File: src/hdl/fbsm_pkg.sv
// Shared types and constants for the framed bus slave mailbox.
// No dependencies; imported by every module of the block.
`timescale 1ns / 1ps
`default_nettype none

package fbsm_pkg;

  // Mailbox address width for the largest supported depth (64 entries).
  localparam int unsigned MEM_AW = 6;
  // Reply beat counter: two header beats plus up to 31 mailbox bytes.
  localparam int unsigned REPLY_CW = 6;

  typedef enum logic [2:0] {
    CMD_BUS   = 3'd0,
    CMD_WBYTE = 3'd1,
    CMD_WBIT  = 3'd2,
    CMD_RBYTE = 3'd3,
    CMD_FLAG  = 3'd4
  } cmd_e;

  typedef enum logic [2:0] {
    REG_UNIT_ID   = 3'd0,
    REG_IN_SIZE   = 3'd1,
    REG_OUT_SIZE  = 3'd2,
    REG_START_ONE = 3'd3,
    REG_START_TWO = 3'd4,
    REG_REPLY_ONE = 3'd5,
    REG_REPLY_TWO = 3'd6,
    REG_WRITE_OP  = 3'd7
  } reg_e;

  typedef enum logic [1:0] {
    FR_ONE  = 2'd0,
    FR_TWO  = 2'd1,
    FR_ADDR = 2'd2,
    FR_PAY  = 2'd3
  } frame_e;

  typedef enum logic [3:0] {
    S_IDLE,
    S_EXEC,
    S_RREAD,
    S_RSEND,
    S_CREAD,
    S_CPUT,
    S_RMW,
    S_HREAD,
    S_FLAG
  } seq_state_e;

  typedef struct packed {
    logic [6:0] unit_id;
    logic [4:0] in_size;
    logic [4:0] out_size;
    logic [7:0] start_one;
    logic [7:0] start_two;
    logic [7:0] reply_one;
    logic [7:0] reply_two;
    logic       write_op;
  } cfg_t;

  typedef struct packed {
    logic              we;
    logic [MEM_AW-1:0] waddr;
    logic [7:0]        wdata;
    logic              re;
    logic [MEM_AW-1:0] raddr;
  } mem_req_t;

endpackage

`default_nettype wire

File: src/hdl/framed_bus_slave_mailbox.sv
// Top level: configuration registers, sequencer and the two mailbox memories.
// Bus byte, host byte write, unknown command: no result, except a bus byte that starts a read reply.
// Host read / flag take: registered result; bit write: read then write, skipped if ignored.
// Read reply: each beat is a mailbox read then a send (one shared mailbox read port).
// Write commit copies the staging buffer byte by byte. Output stalls keep the block busy.
// Reset clears config, frame state, changes flag and mailbox valid bits at once.
`timescale 1ns / 1ps
`default_nettype none

module framed_bus_slave_mailbox #(
  parameter int unsigned IN_MAX  = 16,
  parameter int unsigned OUT_MAX = 16
) (
  input  wire logic       clk_i,
  input  wire logic       rst_ni,
  input  wire logic       cfg_we_i,
  input  wire logic [2:0] cfg_idx_i,
  input  wire logic [7:0] cfg_data_i,
  input  wire logic       in_valid_i,
  output logic            in_ready_o,
  input  wire logic [2:0] command_i,
  input  wire logic [7:0] data_byte_i,
  input  wire logic [7:0] byte_index_i,
  input  wire logic [2:0] bit_index_i,
  input  wire logic       bit_value_i,
  output logic            out_valid_o,
  input  wire logic       out_ready_i,
  output logic            kind_o,
  output logic [7:0]      value_o,
  output logic            last_o
);
  import fbsm_pkg::*;

  cfg_t     cfg_q;
  mem_req_t ibox_req;
  mem_req_t obox_req;
  logic [7:0] ibox_rdata;
  logic [7:0] obox_rdata;

  always_ff @(posedge clk_i or negedge rst_ni) begin
    if (!rst_ni) begin
      cfg_q <= '0;
    end else if (cfg_we_i) begin
      unique case (reg_e'(cfg_idx_i))
        REG_UNIT_ID:   cfg_q.unit_id   <= cfg_data_i[6:0];
        REG_IN_SIZE:   cfg_q.in_size   <= cfg_data_i[4:0];
        REG_OUT_SIZE:  cfg_q.out_size  <= cfg_data_i[4:0];
        REG_START_ONE: cfg_q.start_one <= cfg_data_i;
        REG_START_TWO: cfg_q.start_two <= cfg_data_i;
        REG_REPLY_ONE: cfg_q.reply_one <= cfg_data_i;
        REG_REPLY_TWO: cfg_q.reply_two <= cfg_data_i;
        REG_WRITE_OP:  cfg_q.write_op  <= cfg_data_i[0];
        default: begin
        end
      endcase
    end
  end

  fbsm_seq #(
    .IN_MAX  (IN_MAX),
    .OUT_MAX (OUT_MAX)
  ) u_seq (
    .clk_i        (clk_i),
    .rst_ni       (rst_ni),
    .cfg_i        (cfg_q),
    .in_valid_i   (in_valid_i),
    .in_ready_o   (in_ready_o),
    .command_i    (command_i),
    .data_byte_i  (data_byte_i),
    .byte_index_i (byte_index_i),
    .bit_index_i  (bit_index_i),
    .bit_value_i  (bit_value_i),
    .out_valid_o  (out_valid_o),
    .out_ready_i  (out_ready_i),
    .kind_o       (kind_o),
    .value_o      (value_o),
    .last_o       (last_o),
    .ibox_req_o   (ibox_req),
    .ibox_rdata_i (ibox_rdata),
    .obox_req_o   (obox_req),
    .obox_rdata_i (obox_rdata)
  );

  fbsm_vram #(
    .DEPTH (IN_MAX)
  ) u_ibox (
    .clk_i   (clk_i),
    .rst_ni  (rst_ni),
    .req_i   (ibox_req),
    .rdata_o (ibox_rdata)
  );

  fbsm_vram #(
    .DEPTH (OUT_MAX)
  ) u_obox (
    .clk_i   (clk_i),
    .rst_ni  (rst_ni),
    .req_i   (obox_req),
    .rdata_o (obox_rdata)
  );

endmodule

`default_nettype wire

File: src/hdl/fbsm_vram.sv
// Byte mailbox memory: one write port, one registered read port.
// Per-entry valid bits cleared by reset; unwritten entries read as zero. Uses fbsm_pkg.
`timescale 1ns / 1ps
`default_nettype none

module fbsm_vram #(
  parameter int unsigned DEPTH = 16
) (
  input  wire logic               clk_i,
  input  wire logic               rst_ni,
  input  wire fbsm_pkg::mem_req_t req_i,
  output logic [7:0]              rdata_o
);
  import fbsm_pkg::*;

  localparam int unsigned AW = (DEPTH > 1) ? $clog2(DEPTH) : 1;

  logic [7:0]       mem_q [DEPTH];
  logic [DEPTH-1:0] valid_q;
  logic [7:0]       rdata_q;
  logic [AW-1:0]    waddr;
  logic [AW-1:0]    raddr;

  assign waddr   = req_i.waddr[AW-1:0];
  assign raddr   = req_i.raddr[AW-1:0];
  assign rdata_o = rdata_q;

  always_ff @(posedge clk_i or negedge rst_ni) begin
    if (!rst_ni) begin
      valid_q <= '0;
    end else if (req_i.we) begin
      valid_q[waddr] <= 1'b1;
    end
  end

  always_ff @(posedge clk_i) begin
    if (req_i.we) begin
      mem_q[waddr] <= req_i.wdata;
    end
    if (req_i.re) begin
      rdata_q <= valid_q[raddr] ? mem_q[raddr] : 8'd0;
    end
  end

endmodule

`default_nettype wire

File: src/hdl/fbsm_seq.sv
// Sequencer: frame state machine, staging buffer, commit copy, reply streaming
// and host commands, driving the two mailbox memories. Uses fbsm_pkg.
`timescale 1ns / 1ps
`default_nettype none

module fbsm_seq #(
  parameter int unsigned IN_MAX  = 16,
  parameter int unsigned OUT_MAX = 16
) (
  input  wire logic               clk_i,
  input  wire logic               rst_ni,
  input  wire fbsm_pkg::cfg_t     cfg_i,
  input  wire logic               in_valid_i,
  output logic                    in_ready_o,
  input  wire logic [2:0]         command_i,
  input  wire logic [7:0]         data_byte_i,
  input  wire logic [7:0]         byte_index_i,
  input  wire logic [2:0]         bit_index_i,
  input  wire logic               bit_value_i,
  output logic                    out_valid_o,
  input  wire logic               out_ready_i,
  output logic                    kind_o,
  output logic [7:0]              value_o,
  output logic                    last_o,
  output fbsm_pkg::mem_req_t      ibox_req_o,
  input  wire logic [7:0]         ibox_rdata_i,
  output fbsm_pkg::mem_req_t      obox_req_o,
  input  wire logic [7:0]         obox_rdata_i
);
  import fbsm_pkg::*;

  localparam int unsigned IAW = (IN_MAX > 1) ? $clog2(IN_MAX) : 1;

  seq_state_e state_q, state_d;
  frame_e     frame_q, frame_d;
  logic [4:0] pcnt_q, pcnt_d;
  logic [4:0] ccnt_q, ccnt_d;
  logic [REPLY_CW-1:0] rcnt_q, rcnt_d;
  logic       flag_q, flag_d;
  logic       hit_q, hit_d;

  cmd_e       cmd_q;
  logic [7:0] data_q;
  logic [7:0] idx_q;
  logic [2:0] bit_q;
  logic       bval_q;

  logic       out_valid_q;
  logic       out_kind_q;
  logic [7:0] out_value_q;
  logic       out_last_q;

  logic [7:0] stg_mem_q [IN_MAX];
  logic [7:0] stg_rdata_q;
  logic       stg_we;
  logic       stg_re;

  logic       in_acc;
  logic       free;
  logic [4:0] eff_in;
  logic [4:0] eff_out;
  logic       idx_in_in;
  logic       idx_in_out;
  logic [4:0] pcnt_nx;
  logic       pay_store;
  logic       pay_done;
  logic [REPLY_CW-1:0] reply_end;
  logic       reply_last;
  logic       copy_last;
  logic [7:0] bit_mask;
  logic [7:0] rmw_value;
  logic [7:0] reply_value;

  logic       emit;
  logic       emit_kind;
  logic [7:0] emit_value;
  logic       emit_last;

  assign in_ready_o  = (state_q == S_IDLE);
  assign in_acc      = in_valid_i && in_ready_o;
  assign free        = !out_valid_q || out_ready_i;

  assign eff_in  = (int'(cfg_i.in_size) > IN_MAX) ? 5'(IN_MAX) : cfg_i.in_size;
  assign eff_out = (int'(cfg_i.out_size) > OUT_MAX) ? 5'(OUT_MAX) : cfg_i.out_size;

  assign idx_in_in  = idx_q < {3'b000, eff_in};
  assign idx_in_out = idx_q < {3'b000, eff_out};

  assign pay_store = pcnt_q < eff_in;
  assign pcnt_nx   = pay_store ? pcnt_q + 5'd1 : pcnt_q;
  assign pay_done  = pcnt_nx >= eff_in;

  assign reply_end  = {1'b0, eff_out} + REPLY_CW'(1);
  assign reply_last = rcnt_q == reply_end;
  assign copy_last  = ccnt_q == (eff_in - 5'd1);

  assign bit_mask  = 8'd1 << bit_q;
  assign rmw_value = bval_q ? (obox_rdata_i | bit_mask) : (obox_rdata_i & ~bit_mask);

  always_comb begin
    if (rcnt_q == REPLY_CW'(0)) begin
      reply_value = cfg_i.reply_one;
    end else if (rcnt_q == REPLY_CW'(1)) begin
      reply_value = cfg_i.reply_two;
    end else begin
      reply_value = obox_rdata_i;
    end
  end

  // next state
  always_comb begin
    state_d = state_q;
    unique case (state_q)
      S_IDLE: begin
        if (in_valid_i) begin
          state_d = S_EXEC;
        end
      end
      S_EXEC: begin
        state_d = S_IDLE;
        case (cmd_q)
          CMD_BUS: begin
            if (frame_q == FR_ADDR && data_q[7:1] == cfg_i.unit_id &&
                data_q[0] != cfg_i.write_op) begin
              state_d = S_RREAD;
            end else if (frame_q == FR_PAY && pay_done && eff_in != 5'd0) begin
              state_d = S_CREAD;
            end
          end
          CMD_WBIT:  state_d = idx_in_out ? S_RMW : S_IDLE;
          CMD_RBYTE: state_d = S_HREAD;
          CMD_FLAG:  state_d = S_FLAG;
          default:   state_d = S_IDLE;
        endcase
      end
      S_RREAD: state_d = S_RSEND;
      S_RSEND: begin
        if (free) begin
          state_d = reply_last ? S_IDLE : S_RREAD;
        end
      end
      S_CREAD: state_d = S_CPUT;
      S_CPUT:  state_d = copy_last ? S_IDLE : S_CREAD;
      S_RMW:   state_d = S_IDLE;
      S_HREAD: state_d = free ? S_IDLE : S_HREAD;
      S_FLAG:  state_d = free ? S_IDLE : S_FLAG;
      default: state_d = S_IDLE;
    endcase
  end

  // datapath control
  always_comb begin
    frame_d    = frame_q;
    pcnt_d     = pcnt_q;
    ccnt_d     = ccnt_q;
    rcnt_d     = rcnt_q;
    flag_d     = flag_q;
    hit_d      = hit_q;
    stg_we     = 1'b0;
    stg_re     = 1'b0;
    ibox_req_o = '0;
    obox_req_o = '0;
    emit       = 1'b0;
    emit_kind  = 1'b0;
    emit_value = 8'd0;
    emit_last  = 1'b0;
    unique case (state_q)
      S_EXEC: begin
        case (cmd_q)
          CMD_BUS: begin
            unique case (frame_q)
              FR_ONE: begin
                if (data_q == cfg_i.start_one) begin
                  frame_d = FR_TWO;
                end
              end
              FR_TWO:  frame_d = (data_q == cfg_i.start_two) ? FR_ADDR : FR_ONE;
              FR_ADDR: begin
                frame_d = FR_ONE;
                if (data_q[7:1] == cfg_i.unit_id) begin
                  if (data_q[0] == cfg_i.write_op) begin
                    frame_d = FR_PAY;
                    pcnt_d  = 5'd0;
                  end else begin
                    rcnt_d = '0;
                  end
                end
              end
              FR_PAY: begin
                stg_we = pay_store;
                pcnt_d = pcnt_nx;
                if (pay_done) begin
                  frame_d = FR_ONE;
                  flag_d  = 1'b1;
                  ccnt_d  = 5'd0;
                end
              end
              default: frame_d = FR_ONE;
            endcase
          end
          CMD_WBYTE: begin
            obox_req_o.we    = idx_in_out;
            obox_req_o.waddr = MEM_AW'(idx_q);
            obox_req_o.wdata = data_q;
          end
          CMD_WBIT: begin
            obox_req_o.re    = idx_in_out;
            obox_req_o.raddr = MEM_AW'(idx_q);
          end
          CMD_RBYTE: begin
            hit_d            = idx_in_in;
            ibox_req_o.re    = idx_in_in;
            ibox_req_o.raddr = MEM_AW'(idx_q);
          end
          default: begin
          end
        endcase
      end
      S_RREAD: begin
        obox_req_o.re    = |rcnt_q[REPLY_CW-1:1];
        obox_req_o.raddr = MEM_AW'(rcnt_q - REPLY_CW'(2));
      end
      S_RSEND: begin
        if (free) begin
          emit       = 1'b1;
          emit_value = reply_value;
          emit_last  = reply_last;
          rcnt_d     = rcnt_q + REPLY_CW'(1);
        end
      end
      S_CREAD: stg_re = 1'b1;
      S_CPUT: begin
        ibox_req_o.we    = 1'b1;
        ibox_req_o.waddr = MEM_AW'(ccnt_q);
        ibox_req_o.wdata = stg_rdata_q;
        ccnt_d           = ccnt_q + 5'd1;
      end
      S_RMW: begin
        obox_req_o.we    = 1'b1;
        obox_req_o.waddr = MEM_AW'(idx_q);
        obox_req_o.wdata = rmw_value;
      end
      S_HREAD: begin
        if (free) begin
          emit       = 1'b1;
          emit_kind  = 1'b1;
          emit_value = hit_q ? ibox_rdata_i : 8'd0;
          emit_last  = 1'b1;
        end
      end
      S_FLAG: begin
        if (free) begin
          emit       = 1'b1;
          emit_kind  = 1'b1;
          emit_value = {7'd0, flag_q};
          emit_last  = 1'b1;
          flag_d     = 1'b0;
        end
      end
      default: begin
      end
    endcase
  end

  always_ff @(posedge clk_i or negedge rst_ni) begin
    if (!rst_ni) begin
      state_q     <= S_IDLE;
      frame_q     <= FR_ONE;
      pcnt_q      <= 5'd0;
      ccnt_q      <= 5'd0;
      rcnt_q      <= '0;
      flag_q      <= 1'b0;
      hit_q       <= 1'b0;
      out_valid_q <= 1'b0;
    end else begin
      state_q <= state_d;
      frame_q <= frame_d;
      pcnt_q  <= pcnt_d;
      ccnt_q  <= ccnt_d;
      rcnt_q  <= rcnt_d;
      flag_q  <= flag_d;
      hit_q   <= hit_d;
      if (emit) begin
        out_valid_q <= 1'b1;
      end else if (out_ready_i) begin
        out_valid_q <= 1'b0;
      end
    end
  end

  always_ff @(posedge clk_i) begin
    if (in_acc) begin
      cmd_q  <= cmd_e'(command_i);
      data_q <= data_byte_i;
      idx_q  <= byte_index_i;
      bit_q  <= bit_index_i;
      bval_q <= bit_value_i;
    end
    if (emit) begin
      out_kind_q  <= emit_kind;
      out_value_q <= emit_value;
      out_last_q  <= emit_last;
    end
    if (stg_we) begin
      stg_mem_q[IAW'(pcnt_q)] <= data_q;
    end
    if (stg_re) begin
      stg_rdata_q <= stg_mem_q[IAW'(ccnt_q)];
    end
  end

  assign out_valid_o = out_valid_q;
  assign kind_o      = out_kind_q;
  assign value_o     = out_value_q;
  assign last_o      = out_last_q;

endmodule

`default_nettype wire

File: config.mk
export PLATFORM = sky130hd
export DESIGN_NAME = framed_bus_slave_mailbox
export DESIGN_NICKNAME = d
export VERILOG_FILES = /design/src/hdl/fbsm_pkg.sv /design/src/hdl/framed_bus_slave_mailbox.sv /design/src/hdl/fbsm_vram.sv /design/src/hdl/fbsm_seq.sv
export SDC_FILE = /design/constraint.sdc
export NUM_CORES = 1
export LEC_CHECK = 0
export BUFFER_PORTS_ARGS = -buffer_cell sky130_fd_sc_hd__buf_2
export CELL_PAD_IN_SITES_DETAIL_PLACEMENT = 0
export CELL_PAD_IN_SITES_GLOBAL_PLACEMENT = 1
export CORE_MARGIN = 2
export CORE_UTILIZATION = 48
export DETAILED_ROUTE_END_ITERATION = 12
export PLACE_DENSITY_LB_ADDON = 0.25
export SYNTH_ARGS = -nofsm -noshare
export SYNTH_HDL_FRONTEND = slang
export SYNTH_SLANG_ARGS = --single-unit
File: constraint.sdc
create_clock -name clk_i -period 3.1 [get_ports clk_i]
set_clock_uncertainty 0.2 [all_clocks]
set_input_delay 0.775 -clock clk_i [delete_from_list [all_inputs] [get_ports clk_i]]
set_output_delay 0.775 -clock clk_i [all_outputs]
set_load 0.01 [all_outputs]
=== Word level (Yosys, flattened, before mapping) ===
Memory sizes are Yosys's and may differ from the RTL's. A register that Yosys moved wholly into a read port is not among the register bits.
Index checks and enable logic that the tools add are counted.

* Mux-type cells: 77
* Bitwise logic cells: 5
* Reduce and logical (&&, ||, !) cells: 40
* Equal/unequal tests: 43
* Order comparisons: 12
* Shift operators: 1
* $add $sub $neg: 6

{| class="wikitable"
|+ Operator list
! cell !! count
|-
| $mux 8 || 6
|-
| $mux 5 || 8
|-
| $or 16x16->16 || 2
|-
| $pmux 4 s8 || 1
|-
| $mux 15 || 2
|-
| $mux 6 || 5
|-
| $pmux 15 s2 || 1
|-
| $mux 1 || 24
|-
| $pmux 8 s3 || 1
|-
| $mux 7 || 3
|-
| $lt 4x5->1 const B || 4
|-
| $pmux 5 s2 || 2
|-
| $reduce_and 2->1 || 10
|-
| $eq 4x3->1 const B || 4
|-
| $eq 8x8->1 || 2
|-
| $lt 8x5->1 || 2
|-
| $mux 4 || 4
|-
| $ne 2x1->1 const B || 8
|-
| $pmux 4 s4 || 1
|-
| $eq 3x3->1 const B || 5
|-
| $pmux 7 s2 || 1
|-
| $eq 3x2->1 const B || 4
|-
| $mux 2 || 6
|-
| $mux 3 || 4
|-
| other kinds (46) || 74
|}

* Memory bits (writable): 384
* Word-level logic and storage cells: 213
* Flip-flop bits (word level): 140
* Memories kept: 3

{| class="wikitable"
|+ Memory list
! memory !! words !! bits a word !! read ports !! clocked after memory_dff !! wr ports !! line !! RTL
|-
| u_ibox.mem_q || 16 || 8 || 1 || 1 || 1 || fbsm_vram.sv:18 || <nowiki>logic [7:0] mem_q [DEPTH];</nowiki>
|-
| u_obox.mem_q || 16 || 8 || 1 || 1 || 1 || fbsm_vram.sv:18 ||
|-
| u_seq.stg_mem_q || 16 || 8 || 1 || 1 || 1 || fbsm_seq.sv:53 || <nowiki>logic [7:0] stg_mem_q [IN_MAX];</nowiki>
|}

=== Longest topological paths before layout ===
Gate-level depths: netlist of the first run.

* Depth after elaboration: 11
* Mapped depth: 16
* Gate-level depth less buffers: 15

=== Cells and area by module ===
A second synthesis of the first run with hierarchy kept.

* Cells, all modules: 1343
* Area, all modules: 23129.7 um2

{| class="wikitable"
|+ Modules (own cells, without submodules)
! module !! instances !! cells an instance !! area an instance (um2)
|-
| fbsm_vram || 2 || 269 || 5780.5
|-
| fbsm_seq || 1 || 692 || 9604.2
|-
| framed_bus_slave_mailbox || 1 || 113 || 1964.4
|}

=== Least setup slack after synthesis of the first run ===
Ideal clock, no wire load.

* Path kind: reg2reg
* Start: register cfg_q[37] (netlist bit)
* End: memory u_obox.mem_q[0][0] (enable)
* Arrival: 2724 ps
* Library setup time: 400 ps
* Clock period less this slack: 3324 ps
* Path buffers: 0
* Slack: -224 ps
* Stages on the path, launching flop included: 8
* Data required time: 2500 ps
* Path through: dfrtp_1 inv_1 ha_1 or4_1 a2111oi_0 or3_1 a21oi_2 nor4b_1

* Cells in the longest elaborated chain, start to end: 7

{| class="wikitable"
|+ Ends and longest elaborated chain
! item !! line !! RTL
|-
| start: declaration || framed_bus_slave_mailbox.sv:34 || <nowiki>cfg_t cfg_q;</nowiki>
|-
| $gt 5x5->1 || fbsm_seq.sv:84 || <nowiki>assign eff_out = (int'(cfg_i.out_size) > OUT_MAX) ? 5'(OUT_MAX) : cfg_i.out_size;</nowiki>
|-
| $mux 5 (*) || fbsm_seq.sv:84 ||
|-
| $lt 8x5->1 (*) || fbsm_seq.sv:87 || <nowiki>assign idx_in_out = idx_q < {3'b000, eff_out};</nowiki>
|-
| $mux 15 (*) || fbsm_seq.sv:169 || <nowiki>case (cmd_q)</nowiki>
|-
| $pmux 15 s2 (*) || fbsm_seq.sv:167 || <nowiki>unique case (state_q)</nowiki>
|-
| $mux 1 (*) || fbsm_vram.sv:37 || <nowiki>if (req_i.we) begin</nowiki>
|-
| $mux 1 (implied by the code) (*) || fbsm_vram.sv:38 || <nowiki>mem_q[waddr] <= req_i.wdata;</nowiki>
|-
| end: declaration || fbsm_vram.sv:18 ||
|}

Mark *: on every way between the ends. The rest lies on a longest branch, timed or not.

=== Worst setup path in the final report of the first run ===
* Start: register cfg_q[42] (netlist bit)
* End: register u_seq.frame_q[1]

* Cells in the longest elaborated chain, start to end: 7

{| class="wikitable"
|+ Ends and longest elaborated chain
! item !! line !! RTL
|-
| $gt 5x5->1 || fbsm_seq.sv:83 || <nowiki>assign eff_in = (int'(cfg_i.in_size) > IN_MAX) ? 5'(IN_MAX) : cfg_i.in_size;</nowiki>
|-
| $mux 5 (*) || fbsm_seq.sv:83 ||
|-
| $lt 5x5->1 || fbsm_seq.sv:89 || <nowiki>assign pay_store = pcnt_q < eff_in;</nowiki>
|-
| $mux 5 || fbsm_seq.sv:90 || <nowiki>assign pcnt_nx = pay_store ? pcnt_q + 5'd1 : pcnt_q;</nowiki>
|-
| $ge 5x5->1 (*) || fbsm_seq.sv:91 || <nowiki>assign pay_done = pcnt_nx >= eff_in;</nowiki>
|-
| $ne 2x1->1 (no source line) (*) || n/a ||
|-
| $reduce_and 4->1 (no source line) (*) || n/a ||
|-
| end signal: assignment || fbsm_seq.sv:277 || <nowiki>frame_q <= frame_d;</nowiki>
|-
| end: declaration || fbsm_seq.sv:35 || <nowiki>frame_e frame_q, frame_d;</nowiki>
|}

Marks and branches as above.
A chain may end at the register's enable or synchronous reset.

==> results.ini, run 1 <==
[critical_path]
cp.required_ns = 3.41
cp-end-kind = flop
arrival_ns = 3.43
slowest_stage = dfrtp_1
cpPeakStageDelay_ns = 0.40
startpoint_type = flop
rrSetupSlack_ns = -0.02
worstPathMaxFanout = 5
crit_chain = inv_2 > buf_4 > nand2_2 > ha_4 > o21ai_1 > a211o_2 > xnor2_2 > ha_1 > nand2b_4 > a21oi_2 > nor2b_1 > o21ai_2 > a21o_1 > a22o_1 > a22o_1
crit_type = reg2reg
crit_top_cell = a22o_1

[cells_and_area]
regArea_um2 = 15900
syn_to_final_growth_pct = 18.1
drive_gt1_frac = 0.264
multi_input_area_um2 = 7410
fillers = 3869
diodes = 0
nets = 1882

[placement]
port_buffers = 50
gp_congestion = 0.859
dpl.hpwl_mm = 37.1

[synth]
ys.flop_type = edfxtp_1
synthesis.area_um2 = 23600
ys_seq_elements = 548
ys_seq_area_frac = 0.676
synthArstFlopShare = 0.195
yosysUniqueCellTypes = 73
yosys-top-cells-area = edfxtp_1, dfrtp_1, mux4_2, mux2i_1, mux2_2
synth_top_cell_area_share = 0.562
synth.yosys.warnings = 0
synth_nets = 1690
synth.most_common_cell = edfxtp_1
synth_largest_area_cell = edfxtp_1
avgSynthCellArea_um2 = 14.5
synthCells = 1620
synth_common_cells = edfxtp_1, nand2_1, nor2_1
synth_enable_flop_cells = 441

[timing]
fin_crit_sh = 1.01
finalMaxSlewViolations = 0
layout_setup_ws_ns = -0.0203
hold_ws_ns = 0.133
fin_tns_setup_ns = -0.0203
relSlewSlack = 0.484
setup_violations = 1
period_minus_slack_ns = 3.12
grt_setup_unrepaired = true
fmax_mhz = 320
hold_viol_final = 0
worst_pin_slew_ns = 0.774

[clock_tree]
cts_tree = built
cts_buffers = 55
htreeDepth = 2
cts.reportedPaths.clkPinSlew_ns = 0.06
clk_latency_ns = 0.62
clock-sinks = 548
clock_path_buffers = 3
clockRootBuffer = clkbuf_16

[pwr]
finalPower_mw = 20.8
vdd_drop_max_uv = 536
p_leak_nw = 10.2
clkPwrFrac = 0.329
power.density_nw_per_um2 = 747
p_int_mw = 14.8
p_sw_mw = 5.94
switching_share = 0.286
pwr-share-seq = 0.436
power_frac_comb = 0.235

[floorplan]
rows = 81
boundaryPins = 51
start_util = 0.483
die_x_um = 226
dieArea_um2 = 50900
core_um2 = 48700
die_h_um = 226

[global_route]
overflow = 0
grt_pass1_vias = 14157
grt_max_degree = 77
antenna_found_initial = 0
grt_usage = 0.220
grt_pass1_wl_mm = 84.0

[detailed_routing]
drc_errors = 0
wl_mm = 54.8
routedWlPerCell_um = 21.7
first_iter_violations = 983
via_count = 14012
postRouteAntennaNets = 0
viasPerCell = 5.56
drtPass1Iterations = 5

[min_path]
timing.hold.worst.class = in2reg

[flow_run]
drv_cap = 0

[run_status]
status = finished with violations
violations = negative setup slack

sequential cells by signal, indices dropped and copies added, names as in the netlist, 4 cells and up:
register           flops
u_obox.mem_q         128
u_seq.stg_rdata_q      8
u_seq.data_q           8
u_obox.valid_q        16
u_seq.rcnt_q           6
cfg_q                 50
u_seq.ccnt_q           5
u_ibox.mem_q         128
u_seq.idx_q            8
u_seq.state_q          4
u_seq.value_o          8
u_obox.rdata_o         8
u_ibox.rdata_o         8
u_seq.pcnt_q           5
u_seq.stg_mem_q      128
u_ibox.valid_q        16
timing repair:
| action | 4_1_cts | 5_1_grt |
|---|---|---|
| hold buffers | 1 | 0 |
| resized for setup | 10 | 45 |
| setup endpoints to repair | 70 | 123 |
| pin swaps | 3 | 13 |
| endpoints found under the hold margin | 22 | 0 |
| setup buffers | 2 | 5 |
layer usage:
layer / vias to the layer above / track usage / wire length, um
met3: 79 / 0.0372 / 2630
met1: 7037 / 0.309 / 24700
met2: 337 / 0.352 / 26000
met5: - / 0 / 0
met4: 0 / 0.0690 / 1500
li1: 6559 / - / -
path summary, 6_finish.rpt:
path / start / endpoint / depth (start not counted)
min reg2reg: u_ibox.valid_q[4] / u_ibox.valid_q[4] / 1
max reg2reg: cfg_q[42] / u_seq.frame_q[1] / 15
max in group asynchronous: rst_ni / cfg_q[13] / 3
min: data_byte_i[3] / u_seq.data_q[3] / 1
max: cfg_q[42] / u_seq.frame_q[1] / 15
min in group asynchronous: rst_ni / cfg_q[48] / 2
cells by family after synthesis:
family,count (synthesis),share of synthesized area
and+or+nand+nor,456,0.0962
AOI/OAI and AO/OA,269,0.0798
DFF,548,0.676
muxes,171,0.0974
xor gates and xnor gates,43,0.0160
buffers and inverters,102,0.0185
adders and majority gates,31,0.0165
cell usage in the layout (no fill, tap or decap), types with 9 or more instances in the layout:
cell       Yosys  final
or2_2         19     19
nand2_1      150    146
o21ai_0       54     41
buf_4          4    154
clkbuf_16      0     56
a31oi_1       35     35
nand3_1       28     26
dfrtp_1      107    106
a211o_1       17     16
xor2_1        23     23
buf_2         13     49
inv_1         16     15
a21oi_1       39     37
o221ai_1      14     14
ha_1          31     29
a211oi_1      33     32
clkinv_2       0      9
a211oi_2       9      9
mux2_2        57     57
xnor2_1       20     19
nand2b_1      15     14
o21ai_1        2     14
nor2_1       108     97
and2_1        39     39
o211ai_1       9      9
nor3_1        24     23
buf_12         0     11
and3_1        10      9
clkbuf_1      53      9
mux2i_1       73     73
clkbuf_8       0      9
edfxtp_1     441    441
mux4_2        41     41
metrics by stage:
| step | cell area (um2) | worst slack, ns | util | std cells |
|---|---|---|---|---|
| after floorplan | 23600 | -0.0720 | - | 1620 |
| after global placement | 25600 | -0.0568 | 0.526 | 2412 |
| after detailed placement | 25600 | -0.0953 | 0.526 | 2412 |
| after CTS | 27600 | 0.000808 | 0.566 | 2518 |
| after global routing | 27800 | -0.163 | 0.571 | 2522 |
| final | 27800 | -0.0203 | 0.571 | 2522 |
power by group through the flow:
stage | logic, mW | clock network, mW | registers [mW]
after detailed placement | 4.78 | 0 | 9.21
after floorplan | 3.03 | 0 | 9.14
final | 4.87 | 6.84 | 9.06
after global placement | 4.70 | 0 | 9.19
after global routing | 5.30 | 7.24 | 9.13
after CTS | 4.84 | 6.96 | 9.06
worst max-delay path, delay by kind of cell (launching register included):
| kind | cells | cell delay [ns] |
|---|---|---|
| AND/OR/NAND/NOR | 3 | 0.33 |
| AO/OA/AOI/OAI | 7 | 1.18 |
| XOR/XNOR | 1 | 0.15 |
| flip-flops | 1 | 0.40 |
| buffers and inverters | 2 | 0.21 |
| adder cells (fa/ha/maj) | 2 | 0.55 |
final cells by class:
| type | instances | area share |
|---|---|---|
| flip-flops and latches | 548 | 0.572 |
| multi-input cells | 970 | 0.266 |
| repair buffers | 221 | 0.0611 |
| clock buffers | 74 | 0.0560 |
| well taps | 664 | 0.0299 |
| clock inverters | 29 | 0.0123 |
| inverters | 16 | 0.00216 |
(Power assumes the default switching activity.)
==> run 2, diff against run 1 <==
SKIP_LAST_GASP = 1   (was unset)
==> results.ini, run 2 (synthesis results as in run 1) <==
[global_route]
grt_pass1_vias = 14157  ; unchanged
grt_usage = 0.220  ; about the same
grt_pass1_wl_mm = 84.0  ; about the same
antenna_found_initial = 0  ; unchanged
grt_max_degree = 77  ; unchanged
overflow = 0  ; unchanged

[pwr]
p_leak_nw = 10.2  ; about the same
finalPower_mw = 20.8  ; about the same
power.density_nw_per_um2 = 747  ; about the same
vdd_drop_max_uv = 534  ; -0.26%

[critical_path]
cp.required_ns = 3.41  ; about the same
worstPathMaxFanout = 5  ; unchanged
cp-startpoint = cfg_q[42]
arrival_ns = 3.43  ; about the same
cp-end-kind = flop
startpoint_type = flop
crit_type = reg2reg
timing.rr.start = cfg_q[42]

[timing]
relSlewSlack = 0.479  ; -0.00555
grt_setup_unrepaired = true
hold_viol_final = 0  ; unchanged
layout_setup_ws_ns = -0.0211  ; -0.000831 ns
worst_pin_slew_ns = 0.782  ; +0.00833 ns
fin_crit_sh = 1.01  ; about the same
finalMaxSlewViolations = 0  ; unchanged
fmax_mhz = 320  ; about the same
setup_violations = 1  ; unchanged
period_minus_slack_ns = 3.12  ; +0.000831 ns

[placement]
place_ws_ns = -0.0953  ; unchanged
gp_congestion = 0.859  ; unchanged
port_buffers = 50  ; unchanged
dpl.hpwl_mm = 37.1  ; unchanged
postPlaceCellArea_um2 = 25600  ; unchanged

[cells_and_area]
final_common_cell = edfxtp_1
reg_top3 = u_ibox.mem_q x128, u_obox.mem_q x128, u_seq.stg_mem_q x128
stdcell_area_um2 = 27800  ; about the same
final_util = 0.571  ; about the same
drive_gt1_frac = 0.264  ; -0.000538
diodes = 0  ; unchanged
layout_common_cells = edfxtp_1, buf_4, nand2_1
nets = 1882  ; unchanged
syn_to_final_growth_pct = 18.0  ; about the same

[floorplan]
start_util = 0.483  ; unchanged
dieArea_um2 = 50900  ; unchanged
die_x_um = 226  ; unchanged
boundaryPins = 51  ; unchanged
rows = 81  ; unchanged
core_um2 = 48700  ; unchanged
die_h_um = 226  ; unchanged

[run_status]
violations = negative setup slack
status = finished with violations

[flow_run]
drv_cap = 0  ; unchanged

[min_path]
timing.hold.worst.class = in2reg
hp-start = data_byte_i[3]

[clock_tree]
clock_path_buffers = 3  ; unchanged
htreeDepth = 2  ; unchanged
clockRootBuffer = clkbuf_16
cts_buffers = 55  ; unchanged
clk_latency_ns = 0.62  ; about the same
cts_tree = built
cts.reportedPaths.clkPinSlew_ns = 0.06  ; about the same
clock-sinks = 548  ; unchanged

[detailed_routing]
viasPerCell = 5.56  ; about the same
drtPass1Iterations = 7  ; +2
first_iter_violations = 994  ; +1.1%
via_count = 14026  ; +0.10%
wl_mm = 54.8  ; about the same
drc_errors = 0  ; unchanged
postRouteAntennaNets = 0  ; unchanged
routedWlPerCell_um = 21.7  ; about the same

==> run 2: cell counts in the layout (fill, tap and decap cells not counted) <==
Identical to the previous run, type by type.
==> run 2: timing repair <==
action / CTS / global route
setup endpoints to repair: 70 / 123
pin swaps: 3 / 13
resized for setup: 8 / 46
endpoints found under the hold margin: 22 / 0
hold buffers: 1 / 0
cloned: 0 / 0
buffers inserted: 2 / 5
==> run 2: final cells by class <==
class                   count  area [um2]
well taps                 664         831
flip-flops and latches    548       15900
repair buffers            221        1700
clock buffers              74        1560
multi-input cells         970        7400
fillers                  3868       20900
clock inverters            29         342
inverters                  16        60.1
==> run 2: critical path, stage by stage (launching register included) <==
cell,delay [ns]
dfrtp_1,0.40
inv_2,0.08
buf_4,0.13
nand2_2,0.07
ha_4,0.27
o21ai_1,0.05
a211o_2,0.40
xnor2_2,0.15
ha_1,0.28
nand2b_4,0.11
a21oi_2,0.05
nor2b_1,0.15
o21ai_2,0.10
a21o_1,0.20
a22o_1,0.21
a22o_1,0.17
==> run 2: final timing paths <==
kind / cells after the start / end / slack (ns)
hold / removal: 1 / u_seq.data_q[3] / 0.13
max in group asynchronous: 3 / cfg_q[13] / 1.61
setup / recovery: 15 / u_seq.frame_q[1] / -0.02
hold reg to reg: 1 / u_ibox.valid_q[4] / 0.26
min in group asynchronous: 2 / cfg_q[48] / 0.43
setup reg to reg: 15 / u_seq.frame_q[1] / -0.02
==> run 2: stage by stage <==
stage	cells	setup TNS (ns)	hold slack, ns
3_3_place_gp	2412	-0.0568	0.245
3_5_place_dp	2412	-2.13	0.249
2_1_floorplan	1620	-4.60	0.233
5_1_grt	2522	-0.645	0.108
4_1_cts	2518	-0.0318	0.0984
6_report	2522	-0.0211	0.134
==> run 2: report_power, final <==
group	total [mW]	internal [mW]	leakage (nW)	switching [mW]
Clock	6.84	4.04	0.927	2.80
Combinational	4.87	2.10	3.85	2.77
Sequential	9.06	8.68	5.43	0.374
Total	20.8	14.8	10.2	5.94
==> run 2: routing by layer <==
metal,track usage,share of wire,up-vias
met1,0.309,0.45,7036
met3,0.0372,0.049,81
met5,0,0,-
li1,-,-,6560
met2,0.352,0.47,349
met4,0.0690,0.028,0
